**config.mk**
```make
export PLATFORM = sky130hd
export DESIGN_NAME = load_based_frequency_governor_unit
export DESIGN_NICKNAME = d
export VERILOG_FILES = /design/src/hw/rtl/lbfg_pkg.sv /design/src/hw/rtl/lbfg_ctrl.sv /design/src/hw/rtl/lbfg_dp.sv /design/src/hw/rtl/load_based_frequency_governor_unit.sv
export SDC_FILE = /design/constraint.sdc
export NUM_CORES = 2
export LEC_CHECK = 0
export BUFFER_PORTS_ARGS = -buffer_cell sky130_fd_sc_hd__buf_2
export CAP_MARGIN = 20
export CELL_PAD_IN_SITES_DETAIL_PLACEMENT = 1
export CELL_PAD_IN_SITES_GLOBAL_PLACEMENT = 2
export CORE_ASPECT_RATIO = 0.75
export CORE_MARGIN = 5
export CORE_UTILIZATION = 37
export CTS_CLUSTER_SIZE = 20
export DETAILED_ROUTE_END_ITERATION = 12
export PLACE_DENSITY_LB_ADDON = 0.1
export SYNTH_ARGS = -nofsm -noshare
export SYNTH_HDL_FRONTEND = slang
export SYNTH_SLANG_ARGS = --single-unit
```
**constraint.sdc**
```tcl
create_clock -name clk_i -period 8.7 [get_ports clk_i]
set_input_delay 1.74 -clock clk_i [delete_from_list [all_inputs] [get_ports clk_i]]
set_output_delay 1.74 -clock clk_i [all_outputs]
set_load 0.02 [all_outputs]
```
**src/hw/rtl/lbfg_pkg.sv**
```systemverilog
// package for the load based frequency governor
// shared widths, constants, command codes and controller/datapath structs
// no dependencies
package lbfg_pkg;

  localparam int unsigned KhzW     = 22;
  localparam int unsigned UsW      = 32;
  localparam int unsigned PctW     = 7;
  localparam int unsigned HoldW    = 27;
  localparam int unsigned CfgIdxW  = 4;
  localparam int unsigned CfgDataW = 27;
  localparam int unsigned NumW     = 39;   // 100 * 32-bit time
  localparam int unsigned DivSteps = 7;    // quotient bits, load is at most 100
  localparam int unsigned DivCntW  = 3;
  localparam int unsigned ReqW     = 24;   // signed request, covers cur + step and cur - step

  // item kinds
  localparam logic KindSample = 1'b0;
  localparam logic KindEvent  = 1'b1;

  // register indexes
  localparam logic [CfgIdxW-1:0] CfgPolicyMin = 4'd0;
  localparam logic [CfgIdxW-1:0] CfgPolicyMax = 4'd1;
  localparam logic [CfgIdxW-1:0] CfgUpPct     = 4'd2;
  localparam logic [CfgIdxW-1:0] CfgDownPct   = 4'd3;
  localparam logic [CfgIdxW-1:0] CfgUpStep    = 4'd4;
  localparam logic [CfgIdxW-1:0] CfgDownHold  = 4'd5;
  localparam logic [CfgIdxW-1:0] CfgIowBusy   = 4'd6;
  localparam logic [CfgIdxW-1:0] CfgNiceIdle  = 4'd7;

  // register reset values
  localparam logic [KhzW-1:0]  RstPolicyMin = 22'd204000;
  localparam logic [KhzW-1:0]  RstPolicyMax = 22'd1500000;
  localparam logic [PctW-1:0]  RstUpPct     = 7'd96;
  localparam logic [PctW-1:0]  RstDownPct   = 7'd40;
  localparam logic [KhzW-1:0]  RstUpStep    = 22'd51000;
  localparam logic [HoldW-1:0] RstDownHold  = 27'd30000;

  // mode constants
  localparam logic [KhzW-1:0] AwakeIdealKhz    = 22'd910000;
  localparam logic [KhzW-1:0] SleepIdealKhz    = 22'd640000;
  localparam logic [PctW-1:0] SleepUpPct       = 7'd65;
  localparam logic [PctW-1:0] SleepDownPct     = 7'd15;
  localparam logic [KhzW-1:0] SleepDownStepKhz = 22'd436000;
  localparam logic [KhzW-1:0] AwakeDownStepKhz = 22'd51000;
  localparam logic [UsW-1:0]  AwakeUpHoldUs    = 32'd90000;
  localparam logic [UsW-1:0]  SleepUpHoldUs    = 32'd30000;
  localparam logic [KhzW-1:0] BoostFloorKhz    = 22'd910000;
  localparam logic [PctW-1:0] FullPct          = 7'd100;

  typedef enum logic [3:0] {
    OP_NONE,
    OP_LOAD,
    OP_EVENT,
    OP_SUM,
    OP_ADJ,
    OP_DIFF,
    OP_MUL,
    OP_DIV,
    OP_IDEAL,
    OP_DIR,
    OP_REQ,
    OP_CLAMP,
    OP_EMIT
  } op_e;

  typedef struct packed {
    op_e                op;
    logic [DivCntW-1:0] div_sh;
  } cmd_t;

  typedef struct packed {
    logic has_req;
  } sts_t;

endpackage

```
**src/hw/rtl/lbfg_ctrl.sv**
```systemverilog
// sequencer for the frequency governor
// walks the datapath through one sample and owns the output valid flag
// depends on lbfg_pkg
module lbfg_ctrl (
  input  logic            clk_i,
  input  logic            rst_ni,
  input  logic            in_valid_i,
  input  logic            kind_i,
  output logic            in_stall_o,
  output logic            out_valid_o,
  input  logic            out_stall_i,
  output lbfg_pkg::cmd_t  cmd_o,
  input  lbfg_pkg::sts_t  sts_i
);

  typedef enum logic [3:0] {
    S_IDLE,
    S_SUM,
    S_ADJ,
    S_DIFF,
    S_MUL,
    S_DIV,
    S_IDEAL,
    S_DIR,
    S_REQ,
    S_CLAMP,
    S_EMIT
  } state_e;

  state_e                       state_q;
  logic [lbfg_pkg::DivCntW-1:0] div_q;
  logic                         out_valid_q;
  logic                         emit_ok;

  assign in_stall_o  = (state_q != S_IDLE);
  assign out_valid_o = out_valid_q;
  assign emit_ok     = sts_i.has_req && (!out_valid_q || !out_stall_i);

  always_comb begin
    cmd_o.op     = lbfg_pkg::OP_NONE;
    cmd_o.div_sh = div_q;
    unique case (state_q)
      S_IDLE: begin
        if (in_valid_i) begin
          cmd_o.op = (kind_i == lbfg_pkg::KindEvent) ? lbfg_pkg::OP_EVENT : lbfg_pkg::OP_LOAD;
        end
      end
      S_SUM:   cmd_o.op = lbfg_pkg::OP_SUM;
      S_ADJ:   cmd_o.op = lbfg_pkg::OP_ADJ;
      S_DIFF:  cmd_o.op = lbfg_pkg::OP_DIFF;
      S_MUL:   cmd_o.op = lbfg_pkg::OP_MUL;
      S_DIV:   cmd_o.op = lbfg_pkg::OP_DIV;
      S_IDEAL: cmd_o.op = lbfg_pkg::OP_IDEAL;
      S_DIR:   cmd_o.op = lbfg_pkg::OP_DIR;
      S_REQ:   cmd_o.op = lbfg_pkg::OP_REQ;
      S_CLAMP: cmd_o.op = lbfg_pkg::OP_CLAMP;
      S_EMIT: begin
        if (emit_ok) begin
          cmd_o.op = lbfg_pkg::OP_EMIT;
        end
      end
      default: cmd_o.op = lbfg_pkg::OP_NONE;
    endcase
  end

  always_ff @(posedge clk_i or negedge rst_ni) begin
    if (!rst_ni) begin
      state_q     <= S_IDLE;
      div_q       <= '0;
      out_valid_q <= 1'b0;
    end else begin
      // a new word replaces the old one, else the old one leaves when taken
      if ((state_q == S_EMIT) && emit_ok) begin
        out_valid_q <= 1'b1;
      end else if (out_valid_q && !out_stall_i) begin
        out_valid_q <= 1'b0;
      end
      unique case (state_q)
        S_IDLE: begin
          if (in_valid_i && (kind_i == lbfg_pkg::KindSample)) begin
            state_q <= S_SUM;
          end
        end
        S_SUM:  state_q <= S_ADJ;
        S_ADJ:  state_q <= S_DIFF;
        S_DIFF: state_q <= S_MUL;
        S_MUL: begin
          div_q   <= lbfg_pkg::DivCntW'(lbfg_pkg::DivSteps - 1);
          state_q <= S_DIV;
        end
        S_DIV: begin
          if (div_q == '0) begin
            state_q <= S_IDEAL;
          end else begin
            div_q <= div_q - 1'b1;
          end
        end
        S_IDEAL: state_q <= S_DIR;
        S_DIR:   state_q <= S_REQ;
        S_REQ:   state_q <= S_CLAMP;
        S_CLAMP: state_q <= S_EMIT;
        S_EMIT: begin
          if (!sts_i.has_req || emit_ok) begin
            state_q <= S_IDLE;
          end
        end
        default: state_q <= S_IDLE;
      endcase
    end
  end

endmodule

```
**src/hw/rtl/lbfg_dp.sv**
```systemverilog
// datapath for the frequency governor
// holds config, governor state, the sample, a restoring divider and the output word
// depends on lbfg_pkg
module lbfg_dp (
  input  logic                           clk_i,
  input  logic                           rst_ni,
  input  logic                           cfg_we_i,
  input  logic [lbfg_pkg::CfgIdxW-1:0]   cfg_idx_i,
  input  logic [lbfg_pkg::CfgDataW-1:0]  cfg_wdata_i,
  input  logic [lbfg_pkg::UsW-1:0]       wall_us_i,
  input  logic [lbfg_pkg::UsW-1:0]       idle_us_i,
  input  logic [lbfg_pkg::UsW-1:0]       iowait_us_i,
  input  logic [lbfg_pkg::UsW-1:0]       nice_us_i,
  input  logic [lbfg_pkg::KhzW-1:0]      cur_khz_i,
  input  logic [lbfg_pkg::UsW-1:0]       now_us_i,
  input  logic                           busy_tasks_i,
  input  logic                           suspended_i,
  input  lbfg_pkg::cmd_t                 cmd_i,
  output lbfg_pkg::sts_t                 sts_o,
  output logic [lbfg_pkg::KhzW-1:0]      target_khz_o,
  output logic                           relation_high_o,
  output logic [lbfg_pkg::PctW-1:0]      load_pct_o
);

  localparam int unsigned KhzW = lbfg_pkg::KhzW;
  localparam int unsigned UsW  = lbfg_pkg::UsW;
  localparam int unsigned PctW = lbfg_pkg::PctW;
  localparam int unsigned NumW = lbfg_pkg::NumW;
  localparam int unsigned ReqW = lbfg_pkg::ReqW;

  // config
  logic [KhzW-1:0]           pmin_q, pmax_q, up_step_q;
  logic [PctW-1:0]           up_pct_q, dn_pct_q;
  logic [lbfg_pkg::HoldW-1:0] dn_hold_q;
  logic                      iow_busy_q, nice_idle_q;

  // governor state
  logic [1:0]     boost_q;
  logic [UsW-1:0] last_q;

  // sample and work registers
  logic [UsW-1:0]  wall_q, iow_q, nice_q, now_q, diff_q, since_q;
  logic [UsW:0]    idle_q;
  logic [KhzW-1:0] cur_q, ideal_q, tgt_q;
  logic            busy_q, susp_q, ok_q, up_q, dn_q, rel_q, has_q;
  logic [NumW-1:0] num_q;
  logic [PctW-1:0] quo_q, load_q;
  logic signed [ReqW-1:0] req_q;

  // output word
  logic [KhzW-1:0] out_tgt_q;
  logic            out_rel_q;
  logic [PctW-1:0] out_load_q;

  // mode selected values
  logic [PctW-1:0] up_th, dn_th;
  logic [KhzW-1:0] dn_step, ideal_k;
  logic [UsW-1:0]  up_hold;

  logic [NumW-1:0] den;
  logic [KhzW:0]   up_sum;
  logic signed [ReqW-1:0] cur_s, floor_s, fl, clamped, pmin_s, pmax_s;
  logic [1:0]      boost_nx;

  assign up_th   = susp_q ? lbfg_pkg::SleepUpPct       : up_pct_q;
  assign dn_th   = susp_q ? lbfg_pkg::SleepDownPct     : dn_pct_q;
  assign dn_step = susp_q ? lbfg_pkg::SleepDownStepKhz : lbfg_pkg::AwakeDownStepKhz;
  assign up_hold = susp_q ? lbfg_pkg::SleepUpHoldUs    : lbfg_pkg::AwakeUpHoldUs;
  assign ideal_k = susp_q ? lbfg_pkg::SleepIdealKhz    : lbfg_pkg::AwakeIdealKhz;

  assign den     = NumW'(wall_q) << cmd_i.div_sh;
  assign up_sum  = {1'b0, cur_q} + {1'b0, up_step_q};
  assign cur_s   = $signed({2'b00, cur_q});
  assign pmin_s  = $signed({2'b00, pmin_q});
  assign pmax_s  = $signed({2'b00, pmax_q});
  assign floor_s = $signed({2'b00, lbfg_pkg::BoostFloorKhz});

  // boost sequence on a sample: 1 goes to 2 when awake, anything else ends it
  assign boost_nx = (!susp_q && (boost_q == 2'd1)) ? 2'd2 : 2'd0;

  always_comb begin
    fl = req_q;
    if ((req_q < floor_s) && (boost_q != 2'd0) && !susp_q) begin
      fl = floor_s;
    end
    priority if (fl > pmax_s) begin
      clamped = pmax_s;
    end else if (fl < pmin_s) begin
      clamped = pmin_s;
    end else begin
      clamped = fl;
    end
  end

  assign sts_o.has_req = has_q;

  assign target_khz_o    = out_tgt_q;
  assign relation_high_o = out_rel_q;
  assign load_pct_o      = out_load_q;

  // config and governor state
  always_ff @(posedge clk_i or negedge rst_ni) begin
    if (!rst_ni) begin
      pmin_q      <= lbfg_pkg::RstPolicyMin;
      pmax_q      <= lbfg_pkg::RstPolicyMax;
      up_pct_q    <= lbfg_pkg::RstUpPct;
      dn_pct_q    <= lbfg_pkg::RstDownPct;
      up_step_q   <= lbfg_pkg::RstUpStep;
      dn_hold_q   <= lbfg_pkg::RstDownHold;
      iow_busy_q  <= 1'b1;
      nice_idle_q <= 1'b1;
      boost_q     <= 2'd0;
      last_q      <= '0;
    end else begin
      if (cfg_we_i) begin
        unique case (cfg_idx_i)
          lbfg_pkg::CfgPolicyMin: pmin_q      <= cfg_wdata_i[KhzW-1:0];
          lbfg_pkg::CfgPolicyMax: pmax_q      <= cfg_wdata_i[KhzW-1:0];
          lbfg_pkg::CfgUpPct:     up_pct_q    <= cfg_wdata_i[PctW-1:0];
          lbfg_pkg::CfgDownPct:   dn_pct_q    <= cfg_wdata_i[PctW-1:0];
          lbfg_pkg::CfgUpStep:    up_step_q   <= cfg_wdata_i[KhzW-1:0];
          lbfg_pkg::CfgDownHold:  dn_hold_q   <= cfg_wdata_i[lbfg_pkg::HoldW-1:0];
          lbfg_pkg::CfgIowBusy:   iow_busy_q  <= cfg_wdata_i[0];
          lbfg_pkg::CfgNiceIdle:  nice_idle_q <= cfg_wdata_i[0];
          default: ;
        endcase
      end
      if ((cmd_i.op == lbfg_pkg::OP_EVENT) && !suspended_i) begin
        boost_q <= 2'd1;
      end else if (cmd_i.op == lbfg_pkg::OP_IDEAL) begin
        boost_q <= boost_nx;
      end
      if (cmd_i.op == lbfg_pkg::OP_EMIT) begin
        last_q <= now_q;
      end
    end
  end

  // sample datapath
  always_ff @(posedge clk_i) begin
    unique case (cmd_i.op)
      lbfg_pkg::OP_LOAD: begin
        wall_q <= wall_us_i;
        idle_q <= {1'b0, idle_us_i};
        iow_q  <= iowait_us_i;
        nice_q <= nice_us_i;
        cur_q  <= cur_khz_i;
        now_q  <= now_us_i;
        busy_q <= busy_tasks_i;
        susp_q <= suspended_i;
      end
      lbfg_pkg::OP_SUM: begin
        if (nice_idle_q) begin
          idle_q <= idle_q + {1'b0, nice_q};
        end
      end
      lbfg_pkg::OP_ADJ: begin
        if (iow_busy_q && (idle_q >= {1'b0, iow_q})) begin
          idle_q <= idle_q - {1'b0, iow_q};
        end
      end
      lbfg_pkg::OP_DIFF: begin
        ok_q   <= (wall_q != '0) && ({1'b0, wall_q} >= idle_q);
        diff_q <= wall_q - idle_q[UsW-1:0];
      end
      lbfg_pkg::OP_MUL: begin
        // times 100 as 64 + 32 + 4
        num_q <= (NumW'(diff_q) << 6) + (NumW'(diff_q) << 5) + (NumW'(diff_q) << 2);
        quo_q <= '0;
      end
      lbfg_pkg::OP_DIV: begin
        if (num_q >= den) begin
          num_q               <= num_q - den;
          quo_q[cmd_i.div_sh] <= 1'b1;
        end
      end
      lbfg_pkg::OP_IDEAL: begin
        load_q  <= ok_q ? quo_q : '0;
        since_q <= now_q - last_q;
        if (pmin_q < ideal_k) begin
          ideal_q <= (ideal_k < pmax_q) ? ideal_k : pmax_q;
        end else begin
          ideal_q <= pmin_q;
        end
      end
      lbfg_pkg::OP_DIR: begin
        up_q <= (load_q > up_th) && (cur_q < pmax_q) &&
                ((cur_q < ideal_q) || (since_q >= up_hold));
        dn_q <= (load_q < dn_th) && (cur_q > pmin_q) &&
                ((cur_q > ideal_q) || (since_q >= UsW'(dn_hold_q)));
      end
      lbfg_pkg::OP_REQ: begin
        req_q <= '0;
        rel_q <= 1'b0;
        if (up_q) begin
          if (busy_q) begin
            if (cur_q < ideal_q) begin
              req_q <= $signed({2'b00, ideal_q});
            end else if (up_step_q != '0) begin
              rel_q <= 1'b1;
              if (up_sum > {1'b0, lbfg_pkg::AwakeIdealKhz}) begin
                req_q <= pmax_s;
              end else begin
                req_q <= $signed({1'b0, up_sum});
              end
            end
          end
        end else if (dn_q) begin
          if (cur_q > ideal_q) begin
            req_q <= $signed({2'b00, ideal_q});
            rel_q <= 1'b1;
          end else begin
            req_q <= cur_s - $signed({2'b00, dn_step});
          end
        end
      end
      lbfg_pkg::OP_CLAMP: begin
        has_q <= (up_q || dn_q) && (fl != '0) && (fl != cur_s) && (clamped != cur_s);
        tgt_q <= clamped[KhzW-1:0];
      end
      lbfg_pkg::OP_EMIT: begin
        out_tgt_q  <= tgt_q;
        out_rel_q  <= rel_q;
        out_load_q <= load_q;
      end
      default: ;
    endcase
  end

endmodule

```
**src/hw/rtl/load_based_frequency_governor_unit.sv**
```systemverilog
// top level of the load based frequency governor
// joins the sequencer (lbfg_ctrl) and the datapath (lbfg_dp)
// depends on lbfg_pkg, lbfg_ctrl, lbfg_dp
//
// channel   direction  handshake                    word
// --------  ---------  ---------------------------  ----------------------------------------
// in        input      in_valid_i / in_stall_o      kind, wall, idle, iowait, nice, cur, now,
//                                                   busy_tasks, suspended
// out       output     out_valid_o / out_stall_i    target_khz, relation_high, load_pct
// cfg       input      cfg_we_i, cfg_idx_i          cfg_wdata_i, no read-back
//
// a load sample runs from accept until the next word is taken through the sum, iowait,
// difference and scaling steps, 7 restoring divide steps (one quotient bit each, set by
// the 7-bit load range), the ideal, direction, request and clamp steps and the emit step
// an input event word is absorbed in its accept cycle and never stalls the input
// reset (rst_ni low, asynchronous) loads the default policy and clears boost and the
// last change timestamp
// a finished result sits in the output register while the next sample is worked on;
// only a second result waits in the emit step while out_stall_i holds the first one
module load_based_frequency_governor_unit (
  input  logic                           clk_i,
  input  logic                           rst_ni,
  // configuration write port
  input  logic                           cfg_we_i,
  input  logic [lbfg_pkg::CfgIdxW-1:0]   cfg_idx_i,
  input  logic [lbfg_pkg::CfgDataW-1:0]  cfg_wdata_i,
  // sample channel
  input  logic                           in_valid_i,
  output logic                           in_stall_o,
  input  logic                           kind_i,
  input  logic [lbfg_pkg::UsW-1:0]       wall_us_i,
  input  logic [lbfg_pkg::UsW-1:0]       idle_us_i,
  input  logic [lbfg_pkg::UsW-1:0]       iowait_us_i,
  input  logic [lbfg_pkg::UsW-1:0]       nice_us_i,
  input  logic [lbfg_pkg::KhzW-1:0]      cur_khz_i,
  input  logic [lbfg_pkg::UsW-1:0]       now_us_i,
  input  logic                           busy_tasks_i,
  input  logic                           suspended_i,
  // target channel
  output logic                           out_valid_o,
  input  logic                           out_stall_i,
  output logic [lbfg_pkg::KhzW-1:0]      target_khz_o,
  output logic                           relation_high_o,
  output logic [lbfg_pkg::PctW-1:0]      load_pct_o
);

  // command from the sequencer, status back from the datapath
  lbfg_pkg::cmd_t cmd;
  lbfg_pkg::sts_t sts;

  // sequencer: input stall, output valid and the step sequence
  lbfg_ctrl u_ctrl (
    .clk_i       (clk_i),
    .rst_ni      (rst_ni),
    .in_valid_i  (in_valid_i),
    .kind_i      (kind_i),
    .in_stall_o  (in_stall_o),
    .out_valid_o (out_valid_o),
    .out_stall_i (out_stall_i),
    .cmd_o       (cmd),
    .sts_i       (sts)
  );

  // datapath: config, boost and timestamp state, load divider and ramp decision
  lbfg_dp u_dp (
    .clk_i           (clk_i),
    .rst_ni          (rst_ni),
    .cfg_we_i        (cfg_we_i),
    .cfg_idx_i       (cfg_idx_i),
    .cfg_wdata_i     (cfg_wdata_i),
    .wall_us_i       (wall_us_i),
    .idle_us_i       (idle_us_i),
    .iowait_us_i     (iowait_us_i),
    .nice_us_i       (nice_us_i),
    .cur_khz_i       (cur_khz_i),
    .now_us_i        (now_us_i),
    .busy_tasks_i    (busy_tasks_i),
    .suspended_i     (suspended_i),
    .cmd_i           (cmd),
    .sts_o           (sts),
    .target_khz_o    (target_khz_o),
    .relation_high_o (relation_high_o),
    .load_pct_o      (load_pct_o)
  );

  // a load sample holds off the next word while it is worked on
  a_sample_blocks: assert property (@(posedge clk_i) disable iff (!rst_ni)
    (in_valid_i && !in_stall_o && (kind_i == lbfg_pkg::KindSample)) |=> in_stall_o)
    else $error("sample accepted without stalling the input");

  // an input event is absorbed at once
  a_event_free: assert property (@(posedge clk_i) disable iff (!rst_ni)
    (in_valid_i && !in_stall_o && (kind_i == lbfg_pkg::KindEvent)) |=> !in_stall_o)
    else $error("input event stalled the input");

  // measured load never exceeds full scale
  a_load_range: assert property (@(posedge clk_i) disable iff (!rst_ni)
    out_valid_o |-> (load_pct_o <= lbfg_pkg::FullPct))
    else $error("load percent out of range");

  // a new result only appears when the sequencer leaves its emit step
  a_emit_idle: assert property (@(posedge clk_i) disable iff (!rst_ni)
    $rose(out_valid_o) |-> !in_stall_o)
    else $error("result raised outside the emit step");

endmodule
```
# Yosys cells after proc, flatten, opt, wreduce, memory -nomap -nowiden
# Cells that the tools add are included.
totals:
  inputBits: 221
  out_inout_bits: 32
  regBits: 556
op_classes:
  n_mux: 47
  shifts: 1
  order_cmp: 19
  n_addsub: 10
  reduce_logical: 53
  bitwise_logic: 2
  eq_ne: 39
op_table:
  columns: ["cell", "n"]
  rows:
  - ["two-way mux 24 bit", 9]
  - ["one-hot mux 33 bit (3 select lines)", 1]
  - ["< comparator 22 bit", 4]
  - ["one-hot mux 4 bit (11 select lines)", 2]
  - ["one-hot mux 39 bit (2 select lines)", 1]
  - ["two-way mux 33 bit", 2]
  - ["subtractor 32 bit", 2]
  - ["== test 4 x 3 -> 1 bit, second input constant", 12]
  - ["inequality test 24 x 23 -> 1 bit", 2]
  - ["greater-than comparator 22 bit", 2]
  - ["two-way mux 22 bit", 2]
  - ["adder 38 x 37 -> 39 bit", 1]
  - ["adder 39 x 34 -> 39 bit", 1]
  - ["greater-or-equal comparator 39 bit", 1]
  - ["two-way mux 39 bit", 1]
  - ["<< shifter 32 x 3 -> 39 bit", 1]
  - ["subtractor 39 bit", 1]
  - ["two-way mux 19 bit", 2]
  - ["adder 33 x 32 -> 33 bit", 1]
  - ["greater-or-equal comparator 32 x 33 -> 1 bit", 1]
  - ["greater-or-equal comparator 33 x 32 -> 1 bit", 1]
  - ["subtractor 33 x 32 -> 33 bit", 1]
  - ["== test 4 bit, second input constant", 8]
  - ["greater-or-equal comparator 32 x 27 -> 1 bit", 1]
  - ["42 further kinds", 111]

# Longest topological paths before layout
logic_depth:
  word_depth: 9
  ltp_mapped: 24
  mapped_depth_nobuf: 22

# Cells and area by module
# A second synthesis with hierarchy kept.
unflattened:
  cells_unflattened: 3871
  hier_area_um2: 39546.7
by_module_without_submodules:
  columns: ["module", "instances", "area_per_inst_um2", "cells_per_inst"]
  rows:
  - ["lbfg_dp", 1, 39009.9, 3812]
  - ["lbfg_ctrl", 1, 536.8, 59]

# Worst setup path after synthesis
# Ideal clock, no wire load.
synth_timing:
  kind: "input-to-reg"
  startpoint: "input kind_i"
  endpoint: "register u_dp.busy_q, enable pin"
  arrival_time_ns: 8.230
  slack_ns: -0.195
  required_time_ns: 8.035
  cell_stages: 2
  cell_sequence: "nand2b_1 -> nor2_1"
synth_between:
  elab_chain_len: 4
synth_rtl:
  columns: ["item", "line", "source"]
  rows:
  - ["from (decl)", "load_based_frequency_governor_unit.sv:30", "input logic kind_i,"]
  - ["two-way mux 2 bit", "lbfg_ctrl.sv:45", "cmd_o.op = (kind_i == lbfg_pkg::KindEvent) ? lbfg_pkg::OP_EVENT : lbfg_pkg::OP_LOAD;"]
  - ["two-way mux 4 bit", "lbfg_ctrl.sv:44", "if (in_valid_i) begin"]
  - ["one-hot mux 4 bit (11 select lines)", "lbfg_ctrl.sv:42", "unique case (state_q)"]
  - ["== test 4 x 1 -> 1 bit", "lbfg_dp.sv:141", "unique case (cmd_i.op)"]
  - ["to (signal assigned)", "lbfg_dp.sv:149", "busy_q <= busy_tasks_i;"]
  - ["to (decl)", "lbfg_dp.sv:45", "logic busy_q, susp_q, ok_q, up_q, dn_q, rel_q, has_q;"]
# Every way passes these cells.
# A chain may end at the register's enable or synchronous reset.

# Final worst setup path
layout_timing:
  startpoint: "register u_dp.req_q[17]"
  endpoint: "register u_dp.has_q, in the netlist u_dp.sts_o (data pin)"
layout_between:
  elab_chain_len: 9
  word_cells_on_any_way: 14
  cone_classes: "order compare: 3; eq/ne: 2; mux: 3; reduce/logical: 6"
layout_rtl:
  columns: ["item", "line", "source"]
  rows:
  - ["from (decl)", "lbfg_dp.sv:48", "logic signed [ReqW-1:0] req_q;"]
  - ["from (signal assigned)", "lbfg_dp.sv:198", "req_q <= $signed({2'b00, ideal_q});"]
  - ["from (signal assigned)", "lbfg_dp.sv:202", "req_q <= pmax_s;"]
  - ["from (signal assigned)", "lbfg_dp.sv:204", "req_q <= $signed({1'b0, up_sum});"]
  - ["< comparator 24 x 21 -> 1 bit", "lbfg_dp.sv:83", "if ((req_q < floor_s) && (boost_q != 2'd0) && !susp_q) begin"]
  - ["logical AND 1 bit (2 in series)", "lbfg_dp.sv:83", null]
  - ["two-way mux 24 bit *", "lbfg_dp.sv:83", null]
  - ["< comparator 24 x 23 -> 1 bit", "lbfg_dp.sv:88", "end else if (fl < pmin_s) begin"]
  - ["two-way mux 24 bit", "lbfg_dp.sv:88", null]
  - ["two-way mux 24 bit *", "lbfg_dp.sv:86", "priority if (fl > pmax_s) begin"]
  - ["via u_dp.clamped[17]", "lbfg_dp.sv:62", "logic signed [ReqW-1:0] cur_s, floor_s, fl, clamped, pmin_s, pmax_s;"]
  - ["inequality test 24 x 23 -> 1 bit *", "lbfg_dp.sv:218", "has_q <= (up_q || dn_q) && (fl != '0) && (fl != cur_s) && (clamped != cur_s);"]
  - ["logical AND 1 bit *", "lbfg_dp.sv:218", null]
  - ["to (signal assigned)", "lbfg_dp.sv:218", null]
  - ["to (decl)", "lbfg_dp.sv:45", null]
# Mark *: on every way through the listed nets, which the timed path passes. The rest lies on a longest branch.

==> results.ini <==
[timing]
setup_viol = 0
fin_skew_ns = 0.0227
finalHoldViolations = 0
min_period_ns = 6.00
setup_ws_ns = 2.70
rsz0062_at_grt = false
setup_tns_ns = 0
fmax_mhz = 167
slew_violations = 0
tightestPinTransition_ns = 1.09
maxSlewHeadroom_pct = 26.5
period_share_pct = 69.0

[synth]
ys_ff_latch = 556
synthArstFlopShare_pct = 27.2
synth.net_count = 4327
synth_top_area_share_pct = 31.7
yosysSeqAreaShare_pct = 41.7
synth-edff-count = 405
synth.cell_area_um2 = 38400
postSynthAreaPerCell_um2 = 10.4
yosysUniqueCellTypes = 101
yosysWarningCount = 0
yosysMostFrequentCell = edfxtp_1
synth_top_flop_cell = edfxtp_1
synth.area.top_cells = edfxtp_1 32%, ha_1 13%, dfrtp_1 7.3%, a21oi_1 3.5%, o21ai_0 3.0%
syn-instance-count = 3672
synthTopCellsByCount = 405 x edfxtp_1, 398 x ha_1, 279 x inv_1
yosys.area.top_type = edfxtp_1

[setup_path]
path_buf_inv = 2
timing.rr.end = u_dp.sts_o
required_ns = 9.08
rrSetupSlack_ns = 2.70
worstPathMaxFanout = 32
rr_worst_depth = 21
crit_path_end = u_dp.sts_o
path_cells = nand4b_1 > nor3_1 > a211o_1 > buf_4 > nand2b_1 > ha_1 > and4_1 > o2111ai_1 > o211ai_1 > o21ai_0 > maj3_1 > o21ai_0 > a41oi_1 > ha_1 > buf_4 > mux2_2 > mux2_4 > xnor2_2 > nand4_1 > nor4_1 > a31oi_1
start_kind = flip-flop
cpPeakStageDelay_ns = 0.44
arrival_ns = 6.39
crit_type = flip-flop to flip-flop
critPathCaptureType = flip-flop
crit_cells = 21
slowest_stage = edfxtp_1
crit_family = simple AND/OR/NAND/NOR gates
r2r-start = u_dp.req_q[17]
cp-startpoint = u_dp.req_q[17]

[drt]
drtIter0Drc = 2388
drt-pass1-iter-count = 5
finalWirelength_um = 137000
drc = 0
viasPerCell = 5.67
routedWlPerCell_um = 25.6
vias = 30300
postRouteAntennaNets = 0

[clocking]
insertion_delay_ns = 0.66
clockRootBuffer = clkbuf_16
post_cts_buffers = 0
clk_pin_slew_ns = 0.06
postCtsHoldBufs = 0
cts_num_sinks = 556
cts_made_buffers = 67
cts.repair.resized = 0
cts_tree = done
cts-htree-levels = 3
cts_buffer_depth = 3

[grt]
grtUsageMet2_pct = 31.7
grt_remaining_overflow = 0
grt_start_max_net_pins = 141
grt_pass1_vias = 29800
grtUsageTotal_pct = 24.3
antenna_found_initial = 16
grt_use_met3_pct = 4.84
top_usage_layer = met1
grt_util_met1_pct = 40.7
grt_pass1_wl_um = 200000

[final_layout]
areaGrowthSynthToFinish_pct = 13.6
fin_util_pct = 42.3
drive_above_1_share_pct = 15.4
multi_input_area_um2 = 21000
stdcell_area_um2 = 43600
fin_cells = 5356
nets = 4598
nFillCells = 11500
ff_latch_area_um2 = 16000

[pwr]
clkPwrFrac_pct = 16.8
p_leak_nw = 18.4
p_sw_mw = 7.71
ir_drop_uv = 183
seqPwrFrac_pct = 26.8
power.density_nw_per_um2 = 393
power_frac_comb_pct = 56.4
p_int_mw = 9.45
swShare_pct = 44.9

[die]
core-area_um2 = 103000
fp.dieW_um = 382
fp.dieArea_um2 = 110000
io_pins = 253
rows = 102
die_h_um = 289
start_util_pct = 37.2

[placed_design]
place_congestion = 0.906
dp_slack_ns = 2.81
place_area_um2 = 41400
hpwl_um = 108000
dp.cells = 5226
io_buffers = 252

[run_status]
status = finished clean

[hold_path]
hp-class = flip-flop to flip-flop

[run]
max-cap-violations = 0

-- placed cells by master (no fill, tap or decap), types with 96 or more instances in the layout --
cell / Yosys / layout
a21o_1: 119 / 119
buf_2: 2 / 251
o21ai_0: 233 / 233
nor2_1: 178 / 173
mux2_2: 96 / 96
edfxtp_1: 405 / 405
xnor2_1: 124 / 124
dfrtp_1: 112 / 110
inv_1: 279 / 279
nand2_1: 266 / 266
a21oi_1: 267 / 267
ha_1: 398 / 398
-- worst reg2reg max path: cells and delay by family (launching register included) --
family	cells	cell delay [ns]
buf+inv	2	0.68
fa+ha+maj	3	1.01
xor+xnor	1	0.13
simple gates	6	1.45
mux	2	0.69
flops	1	0.44
compound gates	7	1.34
-- cell families (layout without fill, tap and decap cells) --
family                     Yosys count  in the layout  share of synthesized area, %
DFF                                556            556                          41.7
and+or+nand+nor                    876            876                          11.2
muxes                              191            191                          6.05
xor gates and xnor gates           219            219                          5.04
adders and majority gates          435            435                          14.9
buffers and inverters              380            704                          3.80
AOI/OAI and AO/OA                 1015           1015                          17.3
other                                0              8                             0
-- how the worst min path moves through the flow --
stage,startpoint,to,cells after the start,slack [ns]
3_3_place_gp,u_dp.tgt_q[15],u_dp.target_khz_o[15],0,0.40
3_5_place_dp,u_dp.tgt_q[0],u_dp.target_khz_o[0],0,0.41
2_1_floorplan,u_dp.rel_q,u_dp.relation_high_o,0,0.40
5_1_grt,u_dp.tgt_q[20],u_dp.target_khz_o[20],0,0.43
6_report,u_dp.tgt_q[15],u_dp.target_khz_o[15],0,0.42
4_1_cts,u_dp.tgt_q[10],u_dp.target_khz_o[10],0,0.42
-- flip-flops by register name, indices dropped and copies added (netlist names), 24 cells and up --
register and flops:
u_dp.req_q 24, u_dp.dn_hold_q 27, u_dp.last_q 32, u_dp.iow_q 32, u_dp.wall_q 32, u_dp.since_q 32
u_dp.now_q 32, u_dp.num_q 39, u_dp.idle_q 33, u_dp.diff_q 32, u_dp.nice_q 32
-- through the flow --
| stage | power [mW] | hold slack (ns) |
|---|---|---|
| 2_1_floorplan | 11.3 | 0.400 |
| 3_3_place_gp | 14.1 | 0.403 |
| 3_5_place_dp | 14.2 | 0.405 |
| 4_1_cts | 17.2 | 0.416 |
| 5_1_grt | 18.5 | 0.425 |
| 6_report | 17.2 | 0.418 |
-- routing by layer --
metal	vias to the layer above	share of wire (%)
met5	-	0.029
met4	6	1.3
met3	119	6.7
met2	782	38
met1	15200	54
li1	14200	-
-- power groups by stage --
stage | Sequential [mW] | Combinational, mW | Clock (mW)
floorplan | 4.30 | 7.03 | 0
global route | 4.65 | 10.7 | 3.08
CTS | 4.58 | 9.63 | 2.97
detailed placement | 4.62 | 9.56 | 0
global placement | 4.62 | 9.46 | 0
finish | 4.60 | 9.67 | 2.89
-- final cells by class --
class                   count  area share [%]
multi-input cells        2736            48.2
flip-flops and latches    556            36.7
clock buffers              91            4.19
well taps                1352            3.88
repair buffers            302            3.80
inverters                 280            2.41
clock inverters            31           0.841
diodes                      8          0.0459
Note: power is estimated with default switching activity, not from simulation.
